[src/design/bfd_pkg.sv]
// ----------------------------------------------------------------------------
// bfd_pkg
// Shared constants, types and helpers of the box filter downscaler.
// ----------------------------------------------------------------------------
`default_nettype none

package bfd_pkg;

  localparam int unsigned MAX_WIDTH  = 4096;
  localparam int unsigned MAX_COMP   = 4;
  localparam int unsigned MAX_FACTOR = 16;

  localparam int unsigned STORE_DEPTH = MAX_WIDTH * MAX_COMP;
  localparam int unsigned ADDR_W      = $clog2(STORE_DEPTH);
  localparam int unsigned SUM_W       = 12;
  localparam int unsigned POS_W       = 12;
  localparam int unsigned DIM_W       = 13;
  localparam int unsigned FACTOR_W    = 5;
  localparam int unsigned COMP_W      = 3;
  localparam int unsigned CIDX_W      = 2;
  localparam int unsigned CFG_IDX_W   = 3;
  localparam int unsigned CFG_DATA_W  = 13;
  localparam int unsigned SAMPLE_W    = 8;

  // reciprocal divider: q = (x * ceil(2^RECIP_SHIFT / d)) >> RECIP_SHIFT
  localparam int unsigned RECIP_SHIFT = 17;
  localparam int unsigned RECIP_W     = 18;
  localparam int unsigned PROD_W      = SUM_W + RECIP_W;

  localparam logic [RECIP_W-1:0] RECIP_TABLE [16] = '{
    18'd131072, 18'd65536, 18'd43691, 18'd32768,
    18'd26215,  18'd21846, 18'd18725, 18'd16384,
    18'd14564,  18'd13108, 18'd11916, 18'd10923,
    18'd10083,  18'd9363,  18'd8739,  18'd8192
  };

  typedef enum logic [CFG_IDX_W-1:0] {
    CFG_IMAGE_WIDTH  = 3'd0,
    CFG_IMAGE_HEIGHT = 3'd1,
    CFG_X_FACTOR     = 3'd2,
    CFG_Y_FACTOR     = 3'd3,
    CFG_COMPONENTS   = 3'd4
  } cfg_idx_e;

  // what the current item does, decided from the position counters
  typedef struct packed {
    logic [CIDX_W-1:0]   comp;
    logic                run_end;
    logic                band_end;
    logic                last_img;
    logic [FACTOR_W-1:0] pixels_in_run;
    logic [FACTOR_W-1:0] rows_in_band;
    logic [ADDR_W-1:0]   addr;
  } step_t;

  function automatic logic [DIM_W-1:0] clamp_dim(logic [DIM_W-1:0] v);
    logic [DIM_W-1:0] r;
    r = v;
    if (v == '0) r = DIM_W'(1);
    else if (v > DIM_W'(MAX_WIDTH)) r = DIM_W'(MAX_WIDTH);
    return r;
  endfunction

  function automatic logic [FACTOR_W-1:0] clamp_factor(logic [FACTOR_W-1:0] v);
    logic [FACTOR_W-1:0] r;
    r = v;
    if (v == '0) r = FACTOR_W'(1);
    else if (v > FACTOR_W'(MAX_FACTOR)) r = FACTOR_W'(MAX_FACTOR);
    return r;
  endfunction

  function automatic logic [COMP_W-1:0] clamp_comp(logic [COMP_W-1:0] v);
    logic [COMP_W-1:0] r;
    r = v;
    if (v == '0) r = COMP_W'(1);
    else if (v > COMP_W'(MAX_COMP)) r = COMP_W'(MAX_COMP);
    return r;
  endfunction

endpackage

`default_nettype wire

[src/design/bfd_recip_div.sv]
// ----------------------------------------------------------------------------
// bfd_recip_div
// Divides a 12-bit value by 1..16 with truncation through a reciprocal
// table; the quotient is registered on enable and then holds.
// ----------------------------------------------------------------------------
`default_nettype none

module bfd_recip_div (
  input  wire                          clk_i,
  input  wire                          en_i,
  input  wire [bfd_pkg::SUM_W-1:0]     dividend_i,
  input  wire [bfd_pkg::FACTOR_W-1:0]  divisor_i,
  output logic [bfd_pkg::SUM_W-1:0]    quotient_o
);
  import bfd_pkg::*;

  logic [PROD_W-1:0]  prod_q;
  logic [RECIP_W-1:0] recip;
  logic [FACTOR_W-1:0] dm1;

  // divisor is 1..16, so divisor-1 fits the table index
  assign dm1   = divisor_i - FACTOR_W'(1);
  assign recip = RECIP_TABLE[dm1[3:0]];

  always_ff @(posedge clk_i) begin
    if (en_i) begin
      prod_q <= PROD_W'(dividend_i) * PROD_W'(recip);
    end
  end

  assign quotient_o = prod_q[RECIP_SHIFT +: SUM_W];

endmodule

`default_nettype wire

[config.mk]
export PLATFORM = sky130hd
export DESIGN_NAME = bfd_recip_div
export DESIGN_NICKNAME = d
export VERILOG_FILES = /design/src/design/bfd_pkg.sv /design/src/design/bfd_recip_div.sv
export SDC_FILE = /design/constraint.sdc
export NUM_CORES = 1
export LEC_CHECK = 0
export ABC_AREA = 1
export BUFFER_PORTS_ARGS = -buffer_cell sky130_fd_sc_hd__buf_2
export CAP_MARGIN = 20
export CORE_MARGIN = 5
export CORE_UTILIZATION = 59
export DETAILED_ROUTE_END_ITERATION = 7
export HOLD_SLACK_MARGIN = 0.1
export PLACE_DENSITY = 0.87
export REMOVE_ABC_BUFFERS = 1
export SETUP_SLACK_MARGIN = 0.05
export SYNTH_ARGS = -nofsm -noshare
export SYNTH_HDL_FRONTEND = slang
export SYNTH_SLANG_ARGS = --single-unit
[constraint.sdc]
create_clock -name clk_i -period 11.75 [get_ports clk_i]
set_input_delay 1.175 -clock clk_i [delete_from_list [all_inputs] [get_ports clk_i]]
set_output_delay 1.175 -clock clk_i [all_outputs]
set_load 0.1 [all_outputs]
==> results.md <==
- Routed WL: 17800 um
- Total grt overflow: 0
- Vias: 6111
- Vias in the first global route: 6951
- Min cycle time layout: 8.43 ns
- Starting Density: 60.6%
- Post-Synth Simple-Gate Area: 20.7%
- Top reg by flops: prod_q
- CP endpoint kind: flop
- Unrepaired setup endpoints after global routing: no
- Mapped Cells: 947
- Mapped cell area: 7340 um2
- Worst path required time: 11.74 ns
- CTS-repair resized insts: 0
- Synthesis-to-finish area growth: 4.65%
- GRT Total Usage: 26.2%
- Post-route ant nets: 0
- Main combinational cell family by area after synthesis: adder cells
- Hold WC Path Type: primary input to flop
- Placeable core area: 12100 um2
- Post-DP HPWL: 14900 um
- Die Wd: 122 um
- # rows: 40
- Crit Path Max Fanout: 13
- Number of sinks on the clock net: 12
- First-pass GRT wire length: 31400 um
- Compound-Gate Fraction of Synth Area: 4.34%
- Crit start category: primary input
- Commonest non-fill, non-tap cells in the layout: inv_1, nand2_1, fa_1
- Syn. warnings: 0
- IO Count: 31
- Die Ht: 122 um
- CTS root buffer: clkbuf_16
- Post-synth EDFFs: 12
- Synth cell types: 36
- Fin crit share: 71.7%
- Final Net Count: 1208
- Setup TNS: 0 ns
- Crit path top cell by count: nand2_1
- CTS tree: built
- # H-tree levels: 1
- Avg Cell Area, Syn: 7.75 um2
- Status: finished clean
- DRC Markers: 0
- Fmax: 0.119 GHz
- IO Port Bufs: 29
- Worst-Margin Slew: 1.14 ns
- Top flop regs: prod_q (12)
- N_diodes: 0
- Final Hold Viols: 0
- Arrival @ worst endpoint: 8.42 ns
- Non-Filler Instances: 1126
- Fraction of the yosys area taken by sequential cells: 4.91%
- Post-CTS Hold Buffers: 0
- Finish-stage setup viols: 0
- Largest register FFs: 12
- Drt wl/cell: 15.8 um
- Fraction of layout cells with a size suffix above 1: 5.74%
- Initial drt markers: 562
- Setup CP Type: primary input to flop
- Die area: 14800 um2
- Post CTS Setup Buffer Count: 0
- Ys async rst share: 0%
- CP max stage cell: o21ai_1
- CTS Buf Count: 3
- Mux contribution to synthesized area: 0%
- Longest Clk Path Bufs: 2
- Slew margin rel.: 23.2%
- Final hold slack: 1.34 ns
- Dpl cells: 1123
- Initial antenna violation count: 0
- Avg Vias per Cell: 5.43
- Largest net degree at the start of global routing: 18
- Slowest stage delay, CP: 0.92 ns
- Adder-Cell Fraction of Synth Area: 55.2%
- Clock Pin Slew Worst Setup and Hold Paths: 0.04 ns
- Slew Limit Fails: 0
- DRT Pass-1 Iters: 8
- Max cap viols: 0
- Top FF cell, synth: edfxtp_1
- Flops & latches, synth: 12
- Placer Congestion: 0.954
- Post-Synth XOR/XNOR Area: 1.31%
- Fill cells: 1030
[logic make-up after synthesis]
group	count (synthesis)
buffers and inverters	263
AOI/OAI and AO/OA	56
adders and majority gates	229
and+or+nand+nor	376
DFF	12
xor gates and xnor gates	11
[per-layer routing]
| layer | global-route usage (%) | vias to the layer above | wire, um |
|---|---|---|---|
| met4 | 10.4 | 0 | 805 |
| met2 | 47.0 | 279 | 9080 |
| met1 | 31.9 | 2974 | 6520 |
| li1 | - | 2780 | - |
| met5 | 0 | - | 0 |
| met3 | 3.57 | 78 | 1350 |
[cell type report]
cell class              count  area [um2]  share of cell area [%]
multi-input cells         672        5990                    77.9
inverters                 242         908                    11.8
clock buffers               3        75.1                   0.977
flip-flops and latches     12         360                    4.69
repair buffers             29         145                    1.89
well taps                 168         210                    2.74
[critical path, delay by kind of cell]
| family | cells | cell delay, ns |
|---|---|---|
| buffers and inverters | 9 | 1.01 |
| adder cells (fa/ha/maj) | 8 | 3.45 |
| AND/OR/NAND/NOR | 11 | 1.26 |
| AO/OA/AOI/OAI | 3 | 1.48 |
[cells in the mapped netlist, types with 2 or more instances]
cell type	number	area, um2
inv_1	235	882
nand2_1	235	882
fa_1	158	3160
nor2_1	97	364
ha_1	71	888
a21oi_1	21	105
o21ai_0	16	80.1
nand3_1	15	75.1
clkbuf_1	12	45.0
edfxtp_1	12	360
nand2_2	9	56.3
xor2_1	7	61.3
buf_1	6	22.5
nor3_1	6	30.0
inv_2	5	18.8
xnor2_1	4	35.0
a21boi_0	3	22.5
a31oi_1	3	18.8
nor2_2	3	18.8
nor4_1	3	18.8
o21ai_1	3	15.0
o21bai_1	3	22.5
a21o_1	2	15.0
buf_2	2	10.0
clkinv_1	2	7.51
nand3_2	2	20.0
nor2_4	2	22.5
o21a_1	2	15.0
[worst paths after layout]
check                         from                    to  slack, ns  cells after the start
worst max-delay path  divisor_i[1]  prod_q[28]$_DFFE_PP_       3.32                     31
worst min-delay path          en_i  prod_q[21]$_DFFE_PP_       1.34                      1
[per-stage QoR]
stage                     utilization, %  setup slack (ns)  instance area, um2
after floorplan                        -              4.62                7250
after global placement              62.8              3.43                7610
after detailed placement            62.8              3.31                7610
after CTS                           63.5              3.48                7680
after global routing                63.5              2.85                7680
final                               63.5              3.32                7680
Power is not shown: default switching activity piles up to over one toggle a cycle in this logic, so the estimate is an artifact.
