## src/design/bfd_pkg.sv

```systemverilog
// ----------------------------------------------------------------------------
// bfd_pkg
// Shared constants, types and helpers of the box filter downscaler.
// ----------------------------------------------------------------------------
`default_nettype none

package bfd_pkg;

  localparam int unsigned MAX_WIDTH  = 4096;
  localparam int unsigned MAX_COMP   = 4;
  localparam int unsigned MAX_FACTOR = 16;

  localparam int unsigned STORE_DEPTH = MAX_WIDTH * MAX_COMP;
  localparam int unsigned ADDR_W      = $clog2(STORE_DEPTH);
  localparam int unsigned SUM_W       = 12;
  localparam int unsigned POS_W       = 12;
  localparam int unsigned DIM_W       = 13;
  localparam int unsigned FACTOR_W    = 5;
  localparam int unsigned COMP_W      = 3;
  localparam int unsigned CIDX_W      = 2;
  localparam int unsigned CFG_IDX_W   = 3;
  localparam int unsigned CFG_DATA_W  = 13;
  localparam int unsigned SAMPLE_W    = 8;

  // reciprocal divider: q = (x * ceil(2^RECIP_SHIFT / d)) >> RECIP_SHIFT
  localparam int unsigned RECIP_SHIFT = 17;
  localparam int unsigned RECIP_W     = 18;
  localparam int unsigned PROD_W      = SUM_W + RECIP_W;

  localparam logic [RECIP_W-1:0] RECIP_TABLE [16] = '{
    18'd131072, 18'd65536, 18'd43691, 18'd32768,
    18'd26215,  18'd21846, 18'd18725, 18'd16384,
    18'd14564,  18'd13108, 18'd11916, 18'd10923,
    18'd10083,  18'd9363,  18'd8739,  18'd8192
  };

  typedef enum logic [CFG_IDX_W-1:0] {
    CFG_IMAGE_WIDTH  = 3'd0,
    CFG_IMAGE_HEIGHT = 3'd1,
    CFG_X_FACTOR     = 3'd2,
    CFG_Y_FACTOR     = 3'd3,
    CFG_COMPONENTS   = 3'd4
  } cfg_idx_e;

  // what the current item does, decided from the position counters
  typedef struct packed {
    logic [CIDX_W-1:0]   comp;
    logic                run_end;
    logic                band_end;
    logic                last_img;
    logic [FACTOR_W-1:0] pixels_in_run;
    logic [FACTOR_W-1:0] rows_in_band;
    logic [ADDR_W-1:0]   addr;
  } step_t;

  function automatic logic [DIM_W-1:0] clamp_dim(logic [DIM_W-1:0] v);
    logic [DIM_W-1:0] r;
    r = v;
    if (v == '0) r = DIM_W'(1);
    else if (v > DIM_W'(MAX_WIDTH)) r = DIM_W'(MAX_WIDTH);
    return r;
  endfunction

  function automatic logic [FACTOR_W-1:0] clamp_factor(logic [FACTOR_W-1:0] v);
    logic [FACTOR_W-1:0] r;
    r = v;
    if (v == '0) r = FACTOR_W'(1);
    else if (v > FACTOR_W'(MAX_FACTOR)) r = FACTOR_W'(MAX_FACTOR);
    return r;
  endfunction

  function automatic logic [COMP_W-1:0] clamp_comp(logic [COMP_W-1:0] v);
    logic [COMP_W-1:0] r;
    r = v;
    if (v == '0) r = COMP_W'(1);
    else if (v > COMP_W'(MAX_COMP)) r = COMP_W'(MAX_COMP);
    return r;
  endfunction

endpackage

`default_nettype wire

```

## src/design/bfd_if.sv

```systemverilog
// ----------------------------------------------------------------------------
// bfd_if
// Valid/ready channels of the box filter downscaler: sample in, result out,
// register writes.
// ----------------------------------------------------------------------------
`default_nettype none


interface bfd_cfg_if;
  logic                            valid;
  logic                            ready;
  logic [bfd_pkg::CFG_IDX_W-1:0]   index;
  logic [bfd_pkg::CFG_DATA_W-1:0]  data;
  modport source (output valid, output index, output data, input ready);
  modport sink   (input valid, input index, input data, output ready);
endinterface

`default_nettype wire

```

## src/design/bfd_ctrl.sv

```systemverilog
// ----------------------------------------------------------------------------
// bfd_ctrl
// Register file and raster position counters; tells what each item does and
// where its column sum lives in the line store.
// ----------------------------------------------------------------------------
`default_nettype none

module bfd_ctrl (
  input  wire            clk_i,
  input  wire            rst_ni,
  bfd_cfg_if.sink        cfg_if,
  input  wire            advance_i,
  output bfd_pkg::step_t step_o,
  output logic           restart_o
);
  import bfd_pkg::*;

  logic [DIM_W-1:0]    width_q, height_q;
  logic [FACTOR_W-1:0] xf_q, yf_q;
  logic [COMP_W-1:0]   ncomp_q;

  logic [DIM_W-1:0]    w, h;
  logic [FACTOR_W-1:0] xf, yf;
  logic [COMP_W-1:0]   nc;

  logic [POS_W-1:0]    col_q, row_q;
  logic [CIDX_W-1:0]   comp_q;
  logic [FACTOR_W-1:0] pir_q, rib_q;
  logic [ADDR_W-1:0]   base_q;

  logic [CIDX_W-1:0]   c;
  logic                row_end, run_end, last_row, band_end, last_comp;
  logic                cfg_hit;

  assign cfg_if.ready = 1'b1;

  always_comb begin
    cfg_hit = 1'b0;
    case (cfg_if.index)
      CFG_IMAGE_WIDTH, CFG_IMAGE_HEIGHT, CFG_X_FACTOR,
      CFG_Y_FACTOR, CFG_COMPONENTS: cfg_hit = 1'b1;
      default:                      cfg_hit = 1'b0;
    endcase
  end

  assign restart_o = cfg_if.valid & cfg_hit;

  always_ff @(posedge clk_i or negedge rst_ni) begin
    if (!rst_ni) begin
      width_q  <= DIM_W'(1);
      height_q <= DIM_W'(1);
      xf_q     <= FACTOR_W'(1);
      yf_q     <= FACTOR_W'(1);
      ncomp_q  <= COMP_W'(1);
    end else if (cfg_if.valid) begin
      case (cfg_if.index)
        CFG_IMAGE_WIDTH:  width_q  <= cfg_if.data;
        CFG_IMAGE_HEIGHT: height_q <= cfg_if.data;
        CFG_X_FACTOR:     xf_q     <= cfg_if.data[FACTOR_W-1:0];
        CFG_Y_FACTOR:     yf_q     <= cfg_if.data[FACTOR_W-1:0];
        CFG_COMPONENTS:   ncomp_q  <= cfg_if.data[COMP_W-1:0];
        default: ;
      endcase
    end
  end

  assign w  = clamp_dim(width_q);
  assign h  = clamp_dim(height_q);
  assign xf = clamp_factor(xf_q);
  assign yf = clamp_factor(yf_q);
  assign nc = clamp_comp(ncomp_q);

  always_comb begin
    c         = ({1'b0, comp_q} >= nc) ? '0 : comp_q;
    row_end   = ({1'b0, col_q} + DIM_W'(1)) >= w;
    run_end   = ((pir_q + FACTOR_W'(1)) >= xf) || row_end;
    last_row  = ({1'b0, row_q} + DIM_W'(1)) >= h;
    band_end  = ((rib_q + FACTOR_W'(1)) >= yf) || last_row;
    last_comp = ({1'b0, c} + COMP_W'(1)) >= nc;

    step_o.comp          = c;
    step_o.run_end       = run_end;
    step_o.band_end      = band_end;
    step_o.last_img      = last_row & row_end & last_comp;
    step_o.pixels_in_run = pir_q;
    step_o.rows_in_band  = rib_q;
    step_o.addr          = base_q + ADDR_W'(c);
  end

  always_ff @(posedge clk_i or negedge rst_ni) begin
    if (!rst_ni) begin
      col_q  <= '0;
      row_q  <= '0;
      comp_q <= '0;
      pir_q  <= '0;
      rib_q  <= '0;
      base_q <= '0;
    end else if (restart_o) begin
      col_q  <= '0;
      row_q  <= '0;
      comp_q <= '0;
      pir_q  <= '0;
      rib_q  <= '0;
      base_q <= '0;
    end else if (advance_i) begin
      if (!last_comp) begin
        comp_q <= c + CIDX_W'(1);
      end else begin
        comp_q <= '0;
        pir_q  <= run_end ? '0 : pir_q + FACTOR_W'(1);
        if (!row_end) begin
          col_q <= col_q + POS_W'(1);
          // next block column starts nc entries further on
          if (run_end) begin
            base_q <= base_q + ADDR_W'(nc);
          end
        end else begin
          col_q  <= '0;
          base_q <= '0;
          if (last_row) begin
            row_q <= '0;
            rib_q <= '0;
          end else begin
            row_q <= row_q + POS_W'(1);
            rib_q <= band_end ? '0 : rib_q + FACTOR_W'(1);
          end
        end
      end
    end
  end

endmodule

`default_nettype wire

```

## src/flat_wrapper.sv

```systemverilog
// flat-port wrapper written by rule: the top's interface ports become plain ports
module bfd_ctrl_flat import bfd_pkg::*;
  (clk_i, rst_ni, advance_i, step_o, restart_o, cfg_if_valid, cfg_if_index, cfg_if_data, cfg_if_ready);
  bfd_cfg_if cfg_if_i ();
  input  wire clk_i;
  input  wire rst_ni;
  input  wire advance_i;
  output bfd_pkg::step_t step_o;
  output logic restart_o;
  input wire logic [$bits(cfg_if_i.valid)-1:0] cfg_if_valid;
  input wire logic [$bits(cfg_if_i.index)-1:0] cfg_if_index;
  input wire logic [$bits(cfg_if_i.data)-1:0] cfg_if_data;
  output wire logic [$bits(cfg_if_i.ready)-1:0] cfg_if_ready;
  assign cfg_if_i.valid = cfg_if_valid;
  assign cfg_if_i.index = cfg_if_index;
  assign cfg_if_i.data = cfg_if_data;
  assign cfg_if_ready = cfg_if_i.ready;
  bfd_ctrl u_core (.clk_i(clk_i), .rst_ni(rst_ni), .cfg_if(cfg_if_i), .advance_i(advance_i), .step_o(step_o), .restart_o(restart_o));
endmodule
```

## config.mk

```make
export PLATFORM = sky130hd
export DESIGN_NAME = bfd_ctrl_flat
export DESIGN_NICKNAME = d
export VERILOG_FILES = /design/src/design/bfd_pkg.sv /design/src/design/bfd_if.sv /design/src/design/bfd_ctrl.sv /design/src/flat_wrapper.sv
export SDC_FILE = /design/constraint.sdc
export NUM_CORES = 1
export LEC_CHECK = 0
export BUFFER_PORTS_ARGS = -buffer_cell sky130_fd_sc_hd__buf_4
export CAP_MARGIN = 40
export CORE_ASPECT_RATIO = 2
export CORE_MARGIN = 3
export CORE_UTILIZATION = 40
export CTS_CLUSTER_SIZE = 28
export DETAILED_ROUTE_END_ITERATION = 12
export PLACE_DENSITY = 0.7
export SYNTH_ARGS = -nofsm -noshare
export SYNTH_HDL_FRONTEND = slang
export SYNTH_SLANG_ARGS = --single-unit
```

## constraint.sdc

```tcl
create_clock -name clk_i -period 3.2 [get_ports clk_i]
set_input_delay 0 -clock clk_i [delete_from_list [all_inputs] [get_ports clk_i]]
set_output_delay 0 -clock clk_i [all_outputs]
set_load 0.01 [all_outputs]
```

==> impl_metrics.yaml <==
placed_design:
  preCtsSetupSlack_ns: -0.195
  gp_congestion: 0.906
  io_buffers: 49
  hpwl_mm: 11.6
  placed_area_mm2: 0.00662
sta:
  fmax_mhz: 312
  finalCritPeriodShare_pct: 100
  hold_viol_final: 0
  fin_worst_skew_ns: 0.00829
  finalSetupViolCount: 1
  tightest_slew_ns: 0.693
  slew_viol_final: 0
  rsz0062_at_grt: "true"
  timing.slew.headroom_pct: 53.3
  layout_setup_ws_ns: -0.00623
  finalCriticalPeriod_ns: 3.21
logic_synthesis:
  synth.top_cell.area_share_pct: 36.7
  syn_avg_cell_area_um2: 9.60
  yosys-top-cells-area: "dfrtp_1 (37%), ha_1 (11%), mux2_2 (7.1%), nand2_1 (4.7%), a22o_1 (3.7%)"
  synth_cell_types: 52
  syn-cell-area_mm2: 0.00572
  synth-main-ff-cell: "dfrtp_1"
  synthArstFlopShare_pct: 100
  seq_area_frac_synth_pct: 39.0
  synth_top_cell_by_area: "dfrtp_1"
  synthCells: 596
  yosysWarnings: 0
  synth_enable_flop_cells: 0
  synthesis.nets: 667
  ys_ff_latch: 89
cts:
  clk_pin_slew_ns: 0.07
  numCtsBuffers: 9
  cts_tree: "done"
  insertion_delay_ns: 0.34
  clock_sinks: 89
  clk_path_buf_depth: 2
  cts-root-buf: "clkbuf_16"
  cts_max_level: 3
power:
  leakage_nw: 3.56
  max-vdd-ir-drop_mv: 0.285
  power_density_mw_per_mm2: 653
detailed_routing:
  dr.pass1.iters: 4
  post_drt_wl_per_cell_um: 17.8
  postRouteAntennaNets: 0
  first_iter_violations: 261
  via_per_inst: 5.68
  drcViolationCount: 0
  drt_wl_total_mm: 16.0
  vias: 5116
global_routing:
  grt_overflow: 0
  grt_max_degree: 70
  grt_pass1_wl_mm: 25.4
  antenna_found_initial: 0
  grt_use_met2_pct: 37.8
  grtUsageMet1_pct: 19.6
  gr-usage-all-layers_pct: 19.8
  grt_pass1_vias: 5343
  gr-max-usage-layer: "met2"
  met3_usage_pct: 2.84
layout:
  final_nets: 778
  layout_commonest_cell: "buf_4"
  multi_input_area_mm2: 0.00369
  syn2layout_area_growth_pct: 33.0
  design_area_mm2: 0.00762
  ff_latch_area_mm2: 0.00223
  antenna_cells: 0
  num-fill-cells: 1218
  final_cell_mix: "buf_4 (92), dfrtp_1 (83), nand2_1 (68)"
  final_layout_size_suffix_gt1_share_pct: 32.7
worst_setup_path:
  crit_type: "flop to flop"
  cp_max_fo: 6
  cp-end-kind: "flop"
  rrSetupSlack_ns: -0.006
  cp.arrival_ns: 3.45
  crit_required_ns: 3.44
  crit_path_start_kind: "flop"
run_status:
  violations: "setup timing"
  status: "finished, violations left"
floorplanning:
  start_util_pct: 41.0
  chipHeight_um: 175
  dieArea_mm2: 0.0159
  die_w_um: 90.6
  fp-row-count: 61
  core_mm2: 0.0140
  io_pins: 51
worst_hold_path:
  min-delay-path-class: "input pin to flop"
job:
  maxCapViolations: 0
==> worst max-delay path, stage by stage (launching register included) <==
cell      delay (ns)
dfrtp_1         0.35
ha_2            0.20
nand3_2         0.10
nor2_2          0.11
and4_1          0.24
and3_4          0.21
xor2_1          0.16
ha_1            0.27
a21oi_2         0.16
o21ai_2         0.08
a211o_1         0.29
or2_4           0.29
or3_4           0.37
o311ai_4        0.25
==> cells in the mapped netlist, drive strengths merged, types with 3 or more instances <==
cell type and count:
xnor2 22, o211ai 8, nor2 34, nand2b 9
and3 11, o311ai 3, buf 7, nor4 6
o21ai 29, nand2 72, dfstp 5, nor3 13
inv 13, o31ai 5, a21o 11, xor2 15
mux2 36, and2 4, a21oi 31, a31o 6
clkbuf 15, nor2b 9, a31oi 8, nand4 6
nand3 24, a21boi 8, or2 5, a22o 24
dfrtp 84, or4 5, ha 50
==> routing by layer <==
metal | wire length [µm] | up-vias
met5 | 0 | -
met4 | 917 | 0
met3 | 591 | 68
met2 | 8840 | 170
met1 | 5650 | 2481
li1 | - | 2397
==> repair_timing <==
item	in CTS	in global routing
resized for setup	10	83
setup buffers	1	11
gates cloned	1	1
pin swaps	2	28
hold endpoints to repair	125	0
setup endpoints to repair	22	62
hold buffers	15	0
==> cells by family (layout without fill, tap and decap cells) <==
| kind of cell | Yosys count | after routing | synth area share [%] |
|---|---|---|---|
| xor+xnor | 37 | 37 | 5.66 |
| mux | 37 | 37 | 7.26 |
| buf+inv | 35 | 151 | 2.80 |
| simple gates | 206 | 206 | 17.5 |
| other cells | 1 | 1 | 0.0655 |
| compound gates | 140 | 140 | 16.4 |
| flops | 89 | 89 | 39.0 |
| fa+ha+maj | 51 | 51 | 11.3 |
==> power breakdown <==
group	internal (mW)	total (mW)	switching, mW
clock	0.729	1.18	0.449
combinational	1.08	2.21	1.13
sequential	1.34	1.58	0.238
total	3.16	4.97	1.81
==> cell type report <==
| class | count | share of cell area (%) |
|---|---|---|
| clock buffers | 12 | 3.37 |
| multi-input cells | 472 | 48.5 |
| flip-flops and latches | 89 | 29.3 |
| inverters | 13 | 0.641 |
| clock inverters | 4 | 1.00 |
| repair buffers | 122 | 14.0 |
| well taps | 189 | 3.10 |
==> registers in the layout, indices dropped and copies added, names as in the netlist, 12 cells and up <==
| register | count |
|---|---|
| u_core.row_q | 12 |
| u_core.base_q | 14 |
| u_core.height_q | 13 |
| u_core.col_q | 12 |
| u_core.width_q | 13 |
==> stage by stage <==
step | setup TNS [ns] | power (mW) | std cells | hold WS [ns] | util [%]
2_1_floorplan | 0 | 2.67 | 596 | -0.296 | -
3_3_place_gp | -0.377 | 3.30 | 857 | 0.233 | 47.1
3_5_place_dp | -0.854 | 3.41 | 859 | -0.0810 | 47.4
4_1_cts | -0.00922 | 4.70 | 892 | 0.0365 | 51.5
5_1_grt | -1.83 | 5.26 | 901 | 0.126 | 54.5
6_report | -0.00623 | 4.97 | 901 | 0.0502 | 54.5
==> path summary, 6_finish.rpt <==
path                                        start           endpoint  cells after the start
worst max-delay path              u_core.col_q[0]  u_core.base_q[10]                     13
worst min-delay path              cfg_if_index[0]  u_core.ncomp_q[0]                      4
worst max register to register    u_core.col_q[0]  u_core.base_q[10]                     13
worst min register to register  u_core.width_q[2]  u_core.width_q[2]                      1
max in group asynchronous                  rst_ni  u_core.width_q[0]                      3
min in group asynchronous                  rst_ni   u_core.base_q[9]                      2
No activity file was read; power rests on OpenSTA's default activity.
